$ cat src/hdl/i2cm_pkg.sv
`timescale 1ns / 1ps
`default_nettype none

package i2cm_pkg;

   // transaction requests carried in the op field
   localparam logic [1:0] OP_TICK  = 2'd0;
   localparam logic [1:0] OP_WRITE = 2'd1;
   localparam logic [1:0] OP_READ  = 2'd2;

   // slot index of the acknowledge bit within a byte
   localparam logic [3:0] ACK_SLOT = 4'd8;
   localparam logic [3:0] LAST_DATA_SLOT = 4'd7;
   localparam logic [1:0] LAST_QUARTER = 2'd3;

   typedef enum logic [3:0] {
      ST_IDLE      = 4'd0,
      ST_START     = 4'd1,
      ST_RESTART   = 4'd2,
      ST_ADDR_WR   = 4'd3,
      ST_REG       = 4'd4,
      ST_WDATA     = 4'd5,
      ST_ADDR_RD   = 4'd6,
      ST_RDATA     = 4'd7,
      ST_STOP_OK   = 4'd8,
      ST_STOP_NACK = 4'd9
   } stage_type;

   typedef struct packed {
      logic [1:0]  op;
      logic [6:0]  dev_addr;
      logic [7:0]  reg_addr;
      logic [15:0] length;
      logic [7:0]  wr_data;
      logic        sda_in;
   } req_word_type;

   typedef struct packed {
      logic       scl_out;
      logic       sda_out;
      logic       busy_res;
      logic       wr_taken;
      logic [7:0] rd_data;
      logic       rd_valid;
      logic       done_res;
      logic       status;
   } rsp_word_type;

endpackage

`default_nettype wire

$ cat src/hdl/i2cm_if.sv
`timescale 1ns / 1ps
`default_nettype none

interface i2cm_req_if;
   logic        valid;
   logic        ready;
   logic [1:0]  op;
   logic [6:0]  dev_addr;
   logic [7:0]  reg_addr;
   logic [15:0] length;
   logic [7:0]  wr_data;
   logic        sda_in;

   modport source (
      output valid, op, dev_addr, reg_addr, length, wr_data, sda_in,
      input  ready
   );
   modport sink (
      input  valid, op, dev_addr, reg_addr, length, wr_data, sda_in,
      output ready
   );
endinterface

interface i2cm_rsp_if;
   logic       valid;
   logic       ready;
   logic       scl_out;
   logic       sda_out;
   logic       busy_res;
   logic       wr_taken;
   logic [7:0] rd_data;
   logic       rd_valid;
   logic       done_res;
   logic       status;

   modport source (
      output valid, scl_out, sda_out, busy_res, wr_taken, rd_data, rd_valid,
             done_res, status,
      input  ready
   );
   modport sink (
      input  valid, scl_out, sda_out, busy_res, wr_taken, rd_data, rd_valid,
             done_res, status,
      output ready
   );
endinterface

`default_nettype wire

$ cat src/hdl/i2cm_core.sv
`timescale 1ns / 1ps
`default_nettype none

module i2cm_core (
   input  wire logic                  clock,
   input  wire logic                  reset,
   input  wire logic                  step,
   input  wire i2cm_pkg::req_word_type req,
   output i2cm_pkg::rsp_word_type     rsp
);

   i2cm_pkg::stage_type stage_ff, stage_in, stage_nx, cur_stage;
   logic [1:0]  quarter_ff, quarter_in, cur_q;
   logic [3:0]  bit_count_ff, bit_count_in, cur_bits;
   logic [7:0]  shift_ff, shift_in;
   logic [15:0] bytes_left_ff, bytes_left_in, cur_left;
   logic        read_mode_ff, read_mode_in, cur_read;
   logic [6:0]  held_addr_ff, held_addr_in, cur_addr;
   logic [7:0]  held_reg_ff, held_reg_in, cur_reg;
   logic        launch, last_q, ack_slot, left_le_one;

   // a request while idle turns this tick into quarter 0 of start
   always_comb begin
      launch    = (stage_ff == i2cm_pkg::ST_IDLE) &&
                  (req.op == i2cm_pkg::OP_WRITE || req.op == i2cm_pkg::OP_READ);
      cur_stage = launch ? i2cm_pkg::ST_START : stage_ff;
      cur_q     = launch ? 2'd0 : quarter_ff;
      cur_bits  = launch ? 4'd0 : bit_count_ff;
      cur_left  = launch ? req.length : bytes_left_ff;
      cur_read  = launch ? (req.op == i2cm_pkg::OP_READ) : read_mode_ff;
      cur_addr  = launch ? req.dev_addr : held_addr_ff;
      cur_reg   = launch ? req.reg_addr : held_reg_ff;
      last_q    = (cur_q == i2cm_pkg::LAST_QUARTER);
      ack_slot  = (cur_bits == i2cm_pkg::ACK_SLOT);
      left_le_one = (cur_left[15:1] == 15'd0);
   end

   // next stage, taken at the end of the last quarter
   always_comb begin
      stage_nx = cur_stage;
      case (cur_stage)
         i2cm_pkg::ST_IDLE:    stage_nx = i2cm_pkg::ST_IDLE;
         i2cm_pkg::ST_START:   stage_nx = i2cm_pkg::ST_ADDR_WR;
         i2cm_pkg::ST_RESTART: stage_nx = i2cm_pkg::ST_ADDR_RD;
         i2cm_pkg::ST_ADDR_WR, i2cm_pkg::ST_REG,
         i2cm_pkg::ST_WDATA, i2cm_pkg::ST_ADDR_RD: begin
            if (!ack_slot) begin
               stage_nx = cur_stage;
            end else if (cur_stage == i2cm_pkg::ST_ADDR_WR) begin
               stage_nx = req.sda_in ? i2cm_pkg::ST_STOP_NACK : i2cm_pkg::ST_REG;
            end else if (cur_stage == i2cm_pkg::ST_REG && cur_read) begin
               stage_nx = i2cm_pkg::ST_RESTART;
            end else if (cur_stage == i2cm_pkg::ST_ADDR_RD) begin
               stage_nx = (cur_left == 16'd0) ? i2cm_pkg::ST_STOP_OK
                                              : i2cm_pkg::ST_RDATA;
            end else begin
               stage_nx = (cur_left != 16'd0) ? i2cm_pkg::ST_WDATA
                                              : i2cm_pkg::ST_STOP_OK;
            end
         end
         i2cm_pkg::ST_RDATA: begin
            if (ack_slot && left_le_one) begin
               stage_nx = i2cm_pkg::ST_STOP_OK;
            end else begin
               stage_nx = i2cm_pkg::ST_RDATA;
            end
         end
         i2cm_pkg::ST_STOP_OK, i2cm_pkg::ST_STOP_NACK: stage_nx = i2cm_pkg::ST_IDLE;
         default: stage_nx = i2cm_pkg::ST_IDLE;
      endcase

      if (cur_stage == i2cm_pkg::ST_IDLE) begin
         stage_in   = i2cm_pkg::ST_IDLE;
         quarter_in = 2'd0;
      end else if (last_q) begin
         stage_in   = stage_nx;
         quarter_in = 2'd0;
      end else begin
         stage_in   = cur_stage;
         quarter_in = cur_q + 2'd1;
      end
   end

   // line levels, flags and datapath
   always_comb begin
      rsp           = '0;
      rsp.scl_out   = 1'b1;
      rsp.sda_out   = 1'b1;
      rsp.busy_res  = 1'b1;
      bit_count_in  = cur_bits;
      shift_in      = shift_ff;
      bytes_left_in = cur_left;
      read_mode_in  = cur_read;
      held_addr_in  = cur_addr;
      held_reg_in   = cur_reg;

      case (cur_stage)
         i2cm_pkg::ST_IDLE: begin
            rsp.busy_res = 1'b0;
         end
         i2cm_pkg::ST_START, i2cm_pkg::ST_RESTART: begin
            rsp.scl_out = (cur_stage == i2cm_pkg::ST_START) || (cur_q != 2'd0);
            rsp.sda_out = ~cur_q[1];
            if (last_q) begin
               bit_count_in = 4'd0;
               shift_in     = {cur_addr, (cur_stage == i2cm_pkg::ST_RESTART)};
            end
         end
         i2cm_pkg::ST_ADDR_WR, i2cm_pkg::ST_REG,
         i2cm_pkg::ST_WDATA, i2cm_pkg::ST_ADDR_RD: begin
            rsp.scl_out = cur_q[1];
            rsp.sda_out = ack_slot ? 1'b1 : shift_ff[7];
            if (last_q) begin
               if (!ack_slot) begin
                  shift_in     = {shift_ff[6:0], 1'b0};
                  bit_count_in = cur_bits + 4'd1;
               end else begin
                  bit_count_in = 4'd0;
                  if (cur_stage == i2cm_pkg::ST_ADDR_WR) begin
                     if (!req.sda_in) begin
                        shift_in = cur_reg;
                     end
                  end else if (cur_stage == i2cm_pkg::ST_REG && cur_read) begin
                     shift_in = shift_ff;
                  end else if (cur_stage == i2cm_pkg::ST_ADDR_RD) begin
                     shift_in = 8'd0;
                  end else if (cur_left != 16'd0) begin
                     // load the next write word
                     shift_in      = req.wr_data;
                     bytes_left_in = cur_left - 16'd1;
                     rsp.wr_taken  = 1'b1;
                  end
               end
            end
         end
         i2cm_pkg::ST_RDATA: begin
            rsp.scl_out = cur_q[1];
            // ack every byte but the last
            rsp.sda_out = ack_slot ? left_le_one : 1'b1;
            if (last_q) begin
               if (!ack_slot) begin
                  shift_in     = {shift_ff[6:0], req.sda_in};
                  bit_count_in = cur_bits + 4'd1;
                  if (cur_bits == i2cm_pkg::LAST_DATA_SLOT) begin
                     rsp.rd_data  = {shift_ff[6:0], req.sda_in};
                     rsp.rd_valid = 1'b1;
                  end
               end else begin
                  bit_count_in  = 4'd0;
                  shift_in      = 8'd0;
                  bytes_left_in = (cur_left != 16'd0) ? cur_left - 16'd1 : 16'd0;
               end
            end
         end
         i2cm_pkg::ST_STOP_OK, i2cm_pkg::ST_STOP_NACK: begin
            rsp.scl_out = (cur_q != 2'd0);
            rsp.sda_out = cur_q[1];
            if (last_q) begin
               rsp.done_res = 1'b1;
               rsp.status   = (cur_stage == i2cm_pkg::ST_STOP_NACK);
            end
         end
         default: begin
            rsp.busy_res = 1'b0;
         end
      endcase
   end

   always_ff @(posedge clock) begin
      if (reset) begin
         stage_ff      <= i2cm_pkg::ST_IDLE;
         quarter_ff    <= 2'd0;
         bit_count_ff  <= 4'd0;
         shift_ff      <= 8'd0;
         bytes_left_ff <= 16'd0;
         read_mode_ff  <= 1'b0;
         held_addr_ff  <= 7'd0;
         held_reg_ff   <= 8'd0;
      end else if (step) begin
         stage_ff      <= stage_in;
         quarter_ff    <= quarter_in;
         bit_count_ff  <= bit_count_in;
         shift_ff      <= shift_in;
         bytes_left_ff <= bytes_left_in;
         read_mode_ff  <= read_mode_in;
         held_addr_ff  <= held_addr_in;
         held_reg_ff   <= held_reg_in;
      end
   end

endmodule

`default_nettype wire

$ cat src/hdl/i2c_master_register_access.sv
// i2c master for register writes and reads, driven one quarter-bit tick per word
//
// req_bus: one word per tick; op starts a write or a read while idle and is
//   ignored otherwise; sda_in is the line level sampled at the end of the tick
// rsp_bus: one word per request word, in order, giving the scl/sda drive for
//   that tick, busy, wr_taken, read data with rd_valid, and done with status
// a word is taken when valid and ready are both high on a rising clock edge
//
// flow: the request word is registered on acceptance, then the line state
// machine advances and the response is registered once the response register
// is empty or rsp ready is high; one word per cycle sustained while rsp ready
// stays high, as the phase machine updates once per word
// stalls: the input register and the response register each hold one word;
// while rsp ready is low the response holds and the request side takes at
// most one more word before ready drops
// reset (synchronous, active high) empties both registers and returns the
// machine to idle with all counters and held fields cleared
`timescale 1ns / 1ps
`default_nettype none

module i2c_master_register_access (
   input  wire logic clock,
   input  wire logic reset,
   i2cm_req_if.sink  req_bus,
   i2cm_rsp_if.source rsp_bus
);

   i2cm_pkg::req_word_type req_ff, req_in;
   i2cm_pkg::rsp_word_type rsp_ff, core_rsp;
   logic req_valid_ff, req_valid_in;
   logic rsp_valid_ff, rsp_valid_in;
   logic advance;

   assign advance       = req_valid_ff && (!rsp_valid_ff || rsp_bus.ready);
   assign req_bus.ready = !req_valid_ff || advance;

   always_comb begin
      req_in.op       = req_bus.op;
      req_in.dev_addr = req_bus.dev_addr;
      req_in.reg_addr = req_bus.reg_addr;
      req_in.length   = req_bus.length;
      req_in.wr_data  = req_bus.wr_data;
      req_in.sda_in   = req_bus.sda_in;
      req_valid_in    = (req_bus.valid && req_bus.ready) || (req_valid_ff && !advance);
      rsp_valid_in    = advance || (rsp_valid_ff && !rsp_bus.ready);
   end

   i2cm_core u_core (
      .clock (clock),
      .reset (reset),
      .step  (advance),
      .req   (req_ff),
      .rsp   (core_rsp)
   );

   always_ff @(posedge clock) begin
      if (reset) begin
         req_valid_ff <= 1'b0;
         rsp_valid_ff <= 1'b0;
      end else begin
         req_valid_ff <= req_valid_in;
         rsp_valid_ff <= rsp_valid_in;
      end
   end

   always_ff @(posedge clock) begin
      if (req_bus.valid && req_bus.ready) begin
         req_ff <= req_in;
      end
      if (advance) begin
         rsp_ff <= core_rsp;
      end
   end

   assign rsp_bus.valid    = rsp_valid_ff;
   assign rsp_bus.scl_out  = rsp_ff.scl_out;
   assign rsp_bus.sda_out  = rsp_ff.sda_out;
   assign rsp_bus.busy_res = rsp_ff.busy_res;
   assign rsp_bus.wr_taken = rsp_ff.wr_taken;
   assign rsp_bus.rd_data  = rsp_ff.rd_data;
   assign rsp_bus.rd_valid = rsp_ff.rd_valid;
   assign rsp_bus.done_res = rsp_ff.done_res;
   assign rsp_bus.status   = rsp_ff.status;

endmodule

`default_nettype wire

$ cat src/flat_wrapper.sv
// flat-port wrapper written by rule: the top's interface ports become plain ports
module i2c_master_register_access_flat 
  (clock, reset, req_bus_valid, req_bus_op, req_bus_dev_addr, req_bus_reg_addr, req_bus_length, req_bus_wr_data, req_bus_sda_in, req_bus_ready, rsp_bus_valid, rsp_bus_scl_out, rsp_bus_sda_out, rsp_bus_busy_res, rsp_bus_wr_taken, rsp_bus_rd_data, rsp_bus_rd_valid, rsp_bus_done_res, rsp_bus_status, rsp_bus_ready);
  i2cm_req_if req_bus_i ();
  i2cm_rsp_if rsp_bus_i ();
  input  wire logic clock;
  input  wire logic reset;
  input wire logic [$bits(req_bus_i.valid)-1:0] req_bus_valid;
  input wire logic [$bits(req_bus_i.op)-1:0] req_bus_op;
  input wire logic [$bits(req_bus_i.dev_addr)-1:0] req_bus_dev_addr;
  input wire logic [$bits(req_bus_i.reg_addr)-1:0] req_bus_reg_addr;
  input wire logic [$bits(req_bus_i.length)-1:0] req_bus_length;
  input wire logic [$bits(req_bus_i.wr_data)-1:0] req_bus_wr_data;
  input wire logic [$bits(req_bus_i.sda_in)-1:0] req_bus_sda_in;
  output wire logic [$bits(req_bus_i.ready)-1:0] req_bus_ready;
  output wire logic [$bits(rsp_bus_i.valid)-1:0] rsp_bus_valid;
  output wire logic [$bits(rsp_bus_i.scl_out)-1:0] rsp_bus_scl_out;
  output wire logic [$bits(rsp_bus_i.sda_out)-1:0] rsp_bus_sda_out;
  output wire logic [$bits(rsp_bus_i.busy_res)-1:0] rsp_bus_busy_res;
  output wire logic [$bits(rsp_bus_i.wr_taken)-1:0] rsp_bus_wr_taken;
  output wire logic [$bits(rsp_bus_i.rd_data)-1:0] rsp_bus_rd_data;
  output wire logic [$bits(rsp_bus_i.rd_valid)-1:0] rsp_bus_rd_valid;
  output wire logic [$bits(rsp_bus_i.done_res)-1:0] rsp_bus_done_res;
  output wire logic [$bits(rsp_bus_i.status)-1:0] rsp_bus_status;
  input wire logic [$bits(rsp_bus_i.ready)-1:0] rsp_bus_ready;
  assign req_bus_i.valid = req_bus_valid;
  assign req_bus_i.op = req_bus_op;
  assign req_bus_i.dev_addr = req_bus_dev_addr;
  assign req_bus_i.reg_addr = req_bus_reg_addr;
  assign req_bus_i.length = req_bus_length;
  assign req_bus_i.wr_data = req_bus_wr_data;
  assign req_bus_i.sda_in = req_bus_sda_in;
  assign req_bus_ready = req_bus_i.ready;
  assign rsp_bus_valid = rsp_bus_i.valid;
  assign rsp_bus_scl_out = rsp_bus_i.scl_out;
  assign rsp_bus_sda_out = rsp_bus_i.sda_out;
  assign rsp_bus_busy_res = rsp_bus_i.busy_res;
  assign rsp_bus_wr_taken = rsp_bus_i.wr_taken;
  assign rsp_bus_rd_data = rsp_bus_i.rd_data;
  assign rsp_bus_rd_valid = rsp_bus_i.rd_valid;
  assign rsp_bus_done_res = rsp_bus_i.done_res;
  assign rsp_bus_status = rsp_bus_i.status;
  assign rsp_bus_i.ready = rsp_bus_ready;
  i2c_master_register_access u_core (.clock(clock), .reset(reset), .req_bus(req_bus_i), .rsp_bus(rsp_bus_i));
endmodule
$ cat config.mk
export PLATFORM = sky130hd
export DESIGN_NAME = i2c_master_register_access_flat
export DESIGN_NICKNAME = d
export VERILOG_FILES = /design/src/hdl/i2cm_pkg.sv /design/src/hdl/i2cm_if.sv /design/src/hdl/i2cm_core.sv /design/src/hdl/i2c_master_register_access.sv /design/src/flat_wrapper.sv
export SDC_FILE = /design/constraint.sdc
export NUM_CORES = 1
export LEC_CHECK = 0
export BUFFER_PORTS_ARGS = -buffer_cell sky130_fd_sc_hd__buf_2
export CAP_MARGIN = 20
export CORE_AREA = 3 3 147 78
export DETAILED_ROUTE_END_ITERATION = 12
export DIE_AREA = 0 0 150 81
export PLACE_DENSITY = 0.9
export RECOVER_POWER = 50
export SLEW_MARGIN = 20
export SYNTH_ARGS = -nofsm -noshare
export SYNTH_HDL_FRONTEND = slang
export SYNTH_SLANG_ARGS = --single-unit
$ cat constraint.sdc
create_clock -name clock -period 8.9 [get_ports clock]
set_input_delay 0.445 -clock clock [delete_from_list [all_inputs] [get_ports clock]]
set_output_delay 0.445 -clock clock [all_outputs]
set_load 0.1 [all_outputs]
==> flow_summary.ini <==
[cells_and_area]
drive_gt1_frac = 0.1373
area_delta_synth_final_pct = 10.96
final_common_cell = nand2_1
stdcell_count = 854
fin_util = 0.6652
mostFrequentLayoutCells = nand2_1 (77), edfxtp_1 (57), a21oi_1 (53)
diodes = 0
n_fill_cell = 826
fin_nets = 762

[sta]
clock_skew_ns = 0.01334
slew-limit-headroom = -0.9792
slew_viol_final = 97
fin_crit_sh = 0.6351
setup_viol = 0
finalHoldViolations = 0
max_freq_mhz = 176.9
tns_ns = 0
worstMarginPinSlew_ns = 2.967
rsz0062_at_grt = false
period_needed_ns = 5.652

[floorplan]
dieArea_mm2 = 0.01215
die_y_um = 81
die-width_um = 150
core_mm2 = 0.01015
num_rows = 26
pin_count = 63
initial_utilization = 0.5995

[yosys]
synth_async_sr_flop_share = 0
synth_top_area_share = 0.2813
post_synth_instance_area_mm2 = 0.006085
synth-seq-cells = 109
ys_types = 78
ys.flop_type = edfxtp_1
ys_top_cells_by_area = edfxtp_1 (28%), dfxtp_1 (17%), nand2_1 (4.8%)
synth_top_cell_by_area = edfxtp_1
synth_nets = 725
netlist_instances = 672
yosysSeqAreaShare = 0.4524
synth_edf_count = 57
synth_warnings = 0
syn_area_per_cell_um2 = 9.054

[power_and_ir_drop]
p_leak_uw = 0.002389
swShare = 0.3101
p_clk_frac = 0.350
internal-power_uw = 816.1
pwr_density_cell_mw_per_mm2 = 175.2
p_comb_frac = 0.160
p_seq_frac = 0.489
p_switching_uw = 366.9
vdd_ir_drop_max_v = 0.0001128

[clocking]
cts_buffers = 9
cts.sinks = 109
postCtsSetupBuffers = 0
clk_latency_ns = 0.36
root_buffer = clkbuf_16
cts_hold_buf = 0
cts_resized = 0
cts.clk_slew.worst_paths_ns = 0.09
cts_tree = yes
h-tree-depth = 3
clk_path_buf_depth = 2

[worst_setup_path]
arrival_ns = 5.91
r2r_setup_slack_ns = 3.25
critical_path_required_ns = 9.16
worstSetupEndpointType = register
startpoint_type = register
crit_fanout = 23
r2r_cells = 11
path_class = register to register

[outcome]
violations = max-capacitance violations, max-slew violations
outcome = finished, violations left

[placement]
port_buffers = 62
numPlacedInstances = 838
place.gp.congestion = 0.9822
dp_hpwl_um = 11740

[drt]
drt_iter0_drc = 933
wl_um = 17640
avgViaCountPerCell = 6.826
firstDrtPassIters = 8
via_count = 5829
ant_nets = 0
avgRoutedWirePerCell_um = 20.65
drc = 0

[job]
maxCapViolations = 2

[global_route]
grt_max_degree = 54
grt_pass1_wl_um = 28080
grt-ovfl-total = 0
track_usage = 0.2942
antenna_found_initial = 0
grt_pass1_vias = 5532

[hold_path]
hold_depth = 1
hold_class = input port to register
## per-stage QoR
stage	total power [uW]	setup WS [ns]	cell area, um2	hold WS, ns
CTS	1178	3.402	6773	0.2461
floorplan	719.6	4.878	6085	0.4329
global placement	767.5	3.671	6460	0.4394
global route	1221	2.878	6751	0.2414
detailed placement	770.8	3.427	6460	0.4449
finish	1183	3.248	6751	0.2502
## cell usage after synthesis (all sizes together) (11+ instances only)
| cell type | number |
|---|---|
| nor3 | 20 |
| or3 | 11 |
| nand3 | 36 |
| o21ai | 44 |
| mux2i | 15 |
| a21oi | 53 |
| edfxtp | 57 |
| o211ai | 12 |
| nor2 | 50 |
| nand2 | 77 |
| dfxtp | 52 |
| a31oi | 12 |
| nor2b | 12 |
| inv | 15 |
| and2 | 15 |
| clkbuf | 36 |
## kinds of logic after synthesis
kind of cell    after synthesis  share of synthesized area
fa+ha+maj                     7                    0.01439
xor+xnor                      4                   0.005759
mux                          22                    0.03763
buf+inv                      59                    0.03845
compound gates              199                     0.2207
flops                       109                     0.4524
simple gates                272                     0.2307
## per-layer routing
layer,global-route usage,up-vias,part of all wire
met2,0.4679,419,0.45
li1,-,2622,-
met4,0.1122,0,0.027
met3,0.06800,71,0.12
met1,0.3963,2717,0.40
met5,0,-,0
## power groups by stage
stage,clock (uW),sequential (uW),combinational (uW)
floorplan,0,606,114
global placement,0,587,180
detailed placement,0,587,184
CTS,416,576,186
global route,435,581,204
finish,415,579,190
## final cells by class
type                    instances  area (um2)  area share
multi-input cells             504        3104      0.4598
repair buffers                 70       350.3     0.05189
flip-flops and latches        109        2753      0.4077
inverters                      15       56.30    0.008340
clock buffers                   9       225.2     0.03336
well taps                     140       175.2     0.02595
clock inverters                 7       87.58     0.01297
## worst paths after layout
| check | start | to |
|---|---|---|
| worst min-delay path | req_bus_dev_addr[4] | u_core.req_ff[37] |
| worst min register to register | u_core.u_core.held_addr_ff[6] | u_core.u_core.held_addr_ff[6] |
| worst max register to register | u_core.u_core.stage_ff[3] | u_core.u_core.shift_ff[3] |
| worst max-delay path | u_core.u_core.stage_ff[3] | u_core.u_core.shift_ff[3] |
## flip-flops by register name, summed over array words and instances (netlist names)
| register | count |
|---|---|
| u_core.u_core.quarter_ff | 2 |
| u_core.u_core.bytes_left_ff | 16 |
| u_core.u_core.shift_ff | 8 |
| u_core.u_core.held_reg_ff | 8 |
| u_core.req_valid_ff | 1 |
| u_core.u_core.stage_ff | 4 |
| u_core.rsp_bus.rd_valid | 1 |
| u_core.u_core.held_addr_ff | 7 |
| u_core.rsp_bus.status | 1 |
| u_core.rsp_bus.wr_taken | 1 |
| u_core.rsp_bus.scl_out | 1 |
| u_core.u_core.read_mode_ff | 1 |
| u_core.rsp_bus.busy_res | 1 |
| u_core.u_core.bit_count_ff | 4 |
| u_core.rsp_bus.sda_out | 1 |
| u_core.rsp_bus.done_res | 1 |
| u_core.req_ff | 42 |
| u_core.rsp_bus.valid | 1 |
| u_core.rsp_bus.rd_data | 8 |
## critical path, stage by stage, from the launching register on
cell and delay [ns]:
dfxtp_1 0.62, or4_1 0.89, nor2_2 0.63, buf_4 0.37
mux2i_1 0.38, ha_1 0.34, nor4b_1 0.55, nand3b_1 0.35
nor2_4 0.30, nor4_2 0.10, o41ai_4 0.58, mux2_2 0.41
Power figures use the tool's default switching activity.
